**src/hdl/crc64rb_pkg.sv**
```systemverilog
// Shared constants and types for the reflected byte-wise CRC-64 block.
package crc64rb_pkg;

  localparam int CrcWidth  = 64;
  localparam int ByteWidth = 8;

  typedef logic [CrcWidth-1:0]  crc_t;
  typedef logic [ByteWidth-1:0] byte_t;

  // Reflected ISO 3309 polynomial
  localparam crc_t CrcPoly = 64'hD800_0000_0000_0000;

  // Running value after reset and at the start of a message
  localparam crc_t CrcInit = '0;

endpackage : crc64rb_pkg

```
**src/hdl/crc64rb_fold.sv**
```systemverilog
// Combinational fold of one data byte into the reflected CRC-64 value.
module crc64rb_fold (
  input  crc64rb_pkg::crc_t  crc_in,
  input  crc64rb_pkg::byte_t data,
  output crc64rb_pkg::crc_t  crc_out
);
  import crc64rb_pkg::*;

  // Xor the byte into the low end, then eight shift-right steps with
  // conditional polynomial xor
  always_comb begin
    crc_t v;
    v = crc_in ^ {{(CrcWidth-ByteWidth){1'b0}}, data};
    for (int k = 0; k < ByteWidth; k++) begin
      if (v[0]) begin
        v = (v >> 1) ^ CrcPoly;
      end else begin
        v = v >> 1;
      end
    end
    crc_out = v;
  end

endmodule : crc64rb_fold

```
**src/hdl/crc64_reflected_bytewise.sv**
```systemverilog
// Top level: reflected CRC-64 over a byte stream with first/last marks.
//
// Usage:
//   Input channel (data_valid / data_stall) carries one byte per beat with
//   first_byte and last_byte marks. A beat is taken at a rising edge with
//   data_valid high and data_stall low. A first mark restarts the CRC from
//   zero; a byte without one continues from the stored running value.
//   Output channel (crc_valid / crc_stall) carries crc_value, one beat per
//   message, produced for the byte that carries the last mark.
// Timing:
//   One byte per cycle sustained while data_stall stays low. A byte waits
//   in the input register; the single combinational byte fold runs between
//   that register and the running CRC register, so crc_valid rises as the
//   last byte leaves the input register.
// Reset:
//   rst clears both valid flags and sets the running CRC to zero.
// Backpressure:
//   While a result waits under crc_stall, bytes without a last mark keep
//   flowing; a last byte holds in the input register and data_stall rises
//   until the output beat is taken.
module crc64_reflected_bytewise (
  input  logic               clk,
  input  logic               rst,
  input  logic               data_valid,
  output logic               data_stall,
  input  crc64rb_pkg::byte_t data_byte,
  input  logic               first_byte,
  input  logic               last_byte,
  output logic               crc_valid,
  input  logic               crc_stall,
  output crc64rb_pkg::crc_t  crc_value
);
  import crc64rb_pkg::*;

  // Input register
  logic  in_q_valid;
  byte_t in_q_data;
  logic  in_q_first;
  logic  in_q_last;

  // Running CRC
  crc_t crc_reg;
  crc_t crc_base;
  crc_t crc_fold;

  logic in_move;
  logic in_take;
  logic out_free;

  // Output register is free when empty or drained this cycle
  assign out_free = !crc_valid || !crc_stall;

  // Advance the input register unless a last byte meets a blocked output
  assign in_move    = in_q_valid && (!in_q_last || out_free);
  assign data_stall = in_q_valid && !in_move;
  assign in_take    = data_valid && !data_stall;

  // Hold or load the input register
  always_ff @(posedge clk) begin
    if (rst) begin
      in_q_valid <= 1'b0;
    end else if (in_take) begin
      in_q_valid <= 1'b1;
    end else if (in_move) begin
      in_q_valid <= 1'b0;
    end
  end

  always_ff @(posedge clk) begin
    if (in_take) begin
      in_q_data  <= data_byte;
      in_q_first <= first_byte;
      in_q_last  <= last_byte;
    end
  end

  // Restart from zero on a first mark
  assign crc_base = in_q_first ? CrcInit : crc_reg;

  crc64rb_fold u_fold (
    .crc_in  (crc_base),
    .data    (in_q_data),
    .crc_out (crc_fold)
  );

  // Advance the running CRC
  always_ff @(posedge clk) begin
    if (rst) begin
      crc_reg <= CrcInit;
    end else if (in_move) begin
      crc_reg <= crc_fold;
    end
  end

  // Load the result register on a last byte, drop it once taken
  always_ff @(posedge clk) begin
    if (rst) begin
      crc_valid <= 1'b0;
    end else if (in_move && in_q_last) begin
      crc_valid <= 1'b1;
    end else if (!crc_stall) begin
      crc_valid <= 1'b0;
    end
  end

  always_ff @(posedge clk) begin
    if (in_move && in_q_last) begin
      crc_value <= crc_fold;
    end
  end

`ifndef SYNTHESIS
  // A blocked result keeps its value
  a_out_hold: assert property (@(posedge clk) disable iff (rst)
    crc_valid && crc_stall |=> crc_valid && $stable(crc_value))
    else $error("result changed while stalled");

  // Stall only for a last byte facing a blocked output
  a_stall_cause: assert property (@(posedge clk) disable iff (rst)
    data_stall |-> in_q_valid && in_q_last && crc_valid && crc_stall)
    else $error("input stalled without cause");

  // A result appears exactly when a last byte leaves the input register
  a_out_load: assert property (@(posedge clk) disable iff (rst)
    in_move && in_q_last |=> crc_valid && (crc_value == crc_reg))
    else $error("result not loaded from fold");

  // A held input item survives the stall
  a_in_hold: assert property (@(posedge clk) disable iff (rst)
    data_stall |=> in_q_valid && in_q_last)
    else $error("stalled input item lost");

  // Nothing valid right after reset
  a_reset_clear: assert property (@(posedge clk)
    $past(rst) |-> !crc_valid && !in_q_valid)
    else $error("valid set after reset");
`endif

endmodule : crc64_reflected_bytewise
```
**config.mk**
```make
export PLATFORM = sky130hd
export DESIGN_NAME = crc64_reflected_bytewise
export DESIGN_NICKNAME = d
export VERILOG_FILES = /design/src/hdl/crc64rb_pkg.sv /design/src/hdl/crc64rb_fold.sv /design/src/hdl/crc64_reflected_bytewise.sv
export SDC_FILE = /design/constraint.sdc
export NUM_CORES = 1
export LEC_CHECK = 0
export BUFFER_PORTS_ARGS = -buffer_cell sky130_fd_sc_hd__buf_2
export CAP_MARGIN = 25
export CORE_MARGIN = 8
export CORE_UTILIZATION = 45
export CTS_BUF_LIST = sky130_fd_sc_hd__clkbuf_8
export DETAILED_ROUTE_END_ITERATION = 16
export GPL_TIMING_DRIVEN = 1
export PLACE_DENSITY = 0.72
export SETUP_SLACK_MARGIN = 0.3
export SLEW_MARGIN = 20
export SYNTH_ARGS = -nofsm -noshare
export SYNTH_HDL_FRONTEND = slang
export SYNTH_SLANG_ARGS = --single-unit
```
**constraint.sdc**
```tcl
create_clock -name clk -period 5.3 [get_ports clk]
set_clock_uncertainty 0.1 [all_clocks]
set_input_delay 0.265 -clock clk [delete_from_list [all_inputs] [get_ports clk]]
set_output_delay 0.265 -clock clk [all_outputs]
set_load 0.01 [all_outputs]
```
# After elaboration in Yosys (flattened, before gate mapping)
# Cells that the tools add are included.
# totals
word_cells	42
out_inout_bits	66
ff_bits	140
# classes
bitwise	9
n_eq_ne	1
mux	13
reduce_logical	12
# op_table
op	count
2-to-1 mux 64 bit	9
bitwise XOR 64 x 8 -> 64 bit	1
NOT 3 -> 4 bit	8
logical NOT 1 bit	5
logical AND 1 bit	4
2-to-1 mux 1 bit	4
logical OR 1 bit	2
!= test 2 x 1 -> 1 bit, second input constant	1
nonzero test 2 bit	1

# Longest topological paths before layout
# depth
word_depth	18
depth_mapped	7
mapped_depth_nobuf	4

# Modules after synthesis
# Synthesis repeated with hierarchy kept, for this count alone.
# hier_totals
hier_cells	511
hier_area_um2	6321.1
# by_module_without_submodules
mod	area_per_inst_um2	cells_per_inst	seq_area_each_um2	n_inst
crc64_reflected_bytewise	5659.2	434	3543.4	1
crc64rb_fold	661.9	77	0.0	1

# Worst setup path after synthesis
# OpenSTA, ideal clock, no wires.
# synth_timing
path_type	register to register
from	register in_q_last
to	register crc_value[0], enable pin
path_slack_ps	2688
n_path_buf	0
path_stages_with_launch	3
required_ps	4771
arrival_time_ps	2083
path_cell_list	edfxtp_1 > nand3_1 > and3_1
# synth_between
elab_chain_len	4
# synth_lines
item	line	source
start: declaration	crc64_reflected_bytewise.sv:39	logic in_q_last;
start signal: assignment	crc64_reflected_bytewise.sv:73	in_q_last <= last_byte;
logical NOT 1 bit	crc64_reflected_bytewise.sv:54	assign in_move = in_q_valid && (!in_q_last || out_free);
logical OR 1 bit	crc64_reflected_bytewise.sv:54	
logical AND 1 bit	crc64_reflected_bytewise.sv:54	
logical AND 1 bit (*)	crc64_reflected_bytewise.sv:107	if (in_move && in_q_last) begin
end signal: assignment	crc64_reflected_bytewise.sv:108	crc_value <= crc_fold;
end: declaration	crc64_reflected_bytewise.sv:31	output crc64rb_pkg::crc_t crc_value
# Mark *: on every way between the ends. The rest lies on a longest branch, timed or not.
# A chain may end at the register's enable or synchronous reset.

# Worst setup path in the final report
# layout_timing
from	register in_q_first
to	register crc_reg[57]
# layout_between
elab_chain_len	13
# layout_lines
item	line	source
start: declaration	crc64_reflected_bytewise.sv:38	logic in_q_first;
start signal: assignment	crc64_reflected_bytewise.sv:72	in_q_first <= first_byte;
2-to-1 mux 64 bit (*)	crc64_reflected_bytewise.sv:78	assign crc_base = in_q_first ? CrcInit : crc_reg;
bitwise XOR 64 x 8 -> 64 bit (*)	crc64rb_fold.sv:13	v = crc_in ^ {{(CrcWidth-ByteWidth){1'b0}}, data};
2-to-1 mux 64 bit (*) (2 in series)	crc64rb_fold.sv:15	if (v[0]) begin
NOT 3 -> 4 bit (no source line)	-	
2-to-1 mux 64 bit (*) (2 in series)	crc64rb_fold.sv:15	
NOT 3 -> 4 bit (no source line)	-	
2-to-1 mux 64 bit (*)	crc64rb_fold.sv:15	
NOT 3 -> 4 bit (no source line)	-	
2-to-1 mux 64 bit (*) (3 in series)	crc64rb_fold.sv:15	
end signal: assignment	crc64_reflected_bytewise.sv:89	crc_reg <= CrcInit;
end signal: assignment	crc64_reflected_bytewise.sv:91	crc_reg <= crc_fold;
end: declaration	crc64_reflected_bytewise.sv:42	crc_t crc_reg;
# Marked as above.

==> impl_metrics.tcl <==
set metrics [dict create \
    status "finished, final reports clean" \
    hold_depth 3 \
    p_clk_frac 0.409 \
    drt-total-wl_um 10800 \
    dp_hpwl_um 7110 \
    design.core.area_um2 11800 \
    drive_gt1_frac 0.198 \
    ys_ff_latch 140 \
    drv_cap 0 \
    drc 0 \
    wire_per_inst_um 14.9 \
    critPathTopFamily "flip-flops" \
    start_util 0.453 \
    gp_congestion 0.764 \
    clock_path_buffers 2 \
    powerDensity_nw_per_um2 345 \
    first_pass_iters 5 \
    critical_path.startpoint_type "register" \
    seqPwrFrac 0.534 \
    leakagePower_nw 2.33 \
    insertion_delay_ps 430 \
    vias 3629 \
    cp_slowest_stage_delay_ps 1050 \
    dpl-instance-area_um2 5850 \
    reg2reg_depth 4 \
    p_switching_mw 0.478 \
    crit_start "in_q_first" \
    die_y_um 125 \
    antenna_found_initial 0 \
    vias_per_cell 4.99 \
    synthToLayoutAreaGrowth_pct 19.8 \
    syn-num-nets 498 \
    regToRegSetupSlack_ps 2760 \
    ys_warn_count 0 \
    tritoncts_num_sinks 140 \
    path_depth 4 \
    netlist_area_um2 5350 \
    p_comb_frac 0.057 \
    final_cell_mix "nand2_1, buf_2, edfxtp_1" \
    path_cells "buf_4 -> o21ai_0 -> a211o_1 -> a311oi_1" \
    min_period_over_period 0.480 \
    hp-class "input port to register" \
    nets 581 \
    synth.distinct_cells 32 \
    die_area_um2 15600 \
    slew_headroom 0.300 \
    fin_crit_ps 2540 \
    fmax_mhz 393 \
    diodes 0 \
    tightest_slew_ps 1050 \
    grt_max_degree 70 \
    setup_viol 0 \
    cts_setup_buffers 0 \
    ir_drop_v 0.000148 \
    drv_slew 0 \
    cts-root-buf "clkbuf_8" \
    power.total_mw 2.21 \
    path_class "register to register" \
    tns_ps 0 \
    reg2reg_from "in_q_first" \
    h-tree-depth 4 \
    grt.overflow.total 0 \
    p_int_mw 1.73 \
    clkSlewWorstSetupHoldPaths_ps 80 \
    swShare 0.216 \
    grt_pass1_vias 3567 \
    cpMaxStageDelayCell "edfxtp_1" \
    rsz0062_at_grt "false" \
    grt_use_total 0.139 \
    port_buffers 79 \
    endpoint "crc_reg[57]" \
    holdWs_ps 34.1 \
    ios 80 \
    finalHoldViolCount 0 \
    std_cell_rows 40 \
    synthCells 484 \
    end_kind "register" \
    worstPathMaxFanout 40 \
    ys_seq_area_frac 0.663 \
    worstPathBufferInverterCount 1 \
    worstPathArrival_ps 2780 \
    fp.dieW_um 125 \
    first_iter_violations 283 \
    cts_resized 0 \
    final_common_cell "nand2_1" \
    cp.required_ps 5540 \
    fin_area_um2 6400 \
    tritoncts "done" \
    grt_pass1_wl_um 17500 \
    drtAntennaViolNets 0 \
    r2r_end "crc_reg[57]" \
    syn_area_per_cell_um2 11.0 \
    cts_buffers 17 \
]
## worst register-to-register path, stage by stage (launching register included)
cell and delay (ps):
edfxtp_1 1050, buf_4 520, o21ai_0 220, a211o_1 310
a311oi_1 260
## synthesized netlist by cell type
cell type	instances	area share
nor2b_1	52	0.061
buf_2	5	0.0047
a22oi_1	1	0.0014
a21oi_1	57	0.053
o21ai_0	5	0.0047
and3_1	3	0.0035
o31ai_1	2	0.0028
o211ai_1	4	0.0056
o21a_1	3	0.0042
nand2_1	111	0.078
a211oi_1	3	0.0042
xnor3_1	2	0.0084
or3_1	5	0.0059
edfxtp_1	74	0.42
a21o_1	2	0.0028
dfxtp_1	66	0.25
nor3_1	3	0.0028
nor2_1	14	0.0098
and2_1	3	0.0035
inv_1	5	0.0035
nand4_1	1	0.0012
a211o_1	4	0.0066
xnor2_1	15	0.025
nand3_1	3	0.0028
a311oi_1	4	0.0066
o211a_1	1	0.0019
xor2_1	5	0.0082
nor3b_1	2	0.0028
clkbuf_1	23	0.016
nand2b_1	2	0.0023
buf_1	2	0.0014
nand3b_1	2	0.0028
## kinds of logic (layout without fill, tap and decap cells)
| family | after synthesis | after routing | synth area share |
|---|---|---|---|
| buffers and inverters | 35 | 131 | 0.0257 |
| and+or+nand+nor | 201 | 201 | 0.176 |
| DFF | 140 | 140 | 0.663 |
| AOI/OAI and AO/OA | 86 | 86 | 0.0941 |
| xor gates and xnor gates | 22 | 22 | 0.0412 |
## worst min path at each step
stage / from / to / slack, ps
CTS: crc_stall / crc_valid / 8
floorplan: data_byte[0] / in_q_data[0] / 260
global route: crc_stall / crc_valid / 20
finish: crc_stall / crc_valid / 30
detailed placement: crc_reg[16] / crc_reg[16] / 340
global placement: crc_reg[47] / crc_reg[47] / 340
## what timing repair did
| action | CTS | global route |
|---|---|---|
| hold buffers | 11 | 0 |
| hold endpoints to repair | 11 | 0 |
| setup endpoints to repair | 0 | 0 |
## metrics by stage
step | util | setup slack (ps) | std cells
final | 0.542 | 2760 | 727
after global routing | 0.542 | 2550 | 727
after CTS | 0.540 | 2800 | 726
after detailed placement | 0.495 | 2830 | 683
after global placement | 0.493 | 2910 | 682
after floorplan | - | 2690 | 484
## layer usage
layer | global-route usage | up-vias | wire length (um)
li1 | - | 1807 | -
met1 | 0.170 | 1705 | 4890
met2 | 0.222 | 108 | 5210
met3 | 0.0484 | 9 | 623
met4 | 0.0537 | 0 | 85
met5 | 0 | - | 0
## power by group through the flow
stage	combinational [mW]	sequential, mW	clock [mW]
6_report	0.125	1.18	0.905
5_1_grt	0.137	1.18	0.979
4_1_cts	0.124	1.18	0.924
3_5_place_dp	0.117	1.21	0
3_3_place_gp	0.113	1.21	0
2_1_floorplan	0.0754	1.21	0
## layout make-up
class	count	area, um^2
clock buffer	18	248
clock inverter	14	176
fill	1005	5410
inverter	5	18.8
multi-input combinational	309	1670
sequential	140	3540
tap	147	184
timing repair buffer	94	561
No activity file was read; power rests on OpenSTA's default activity.
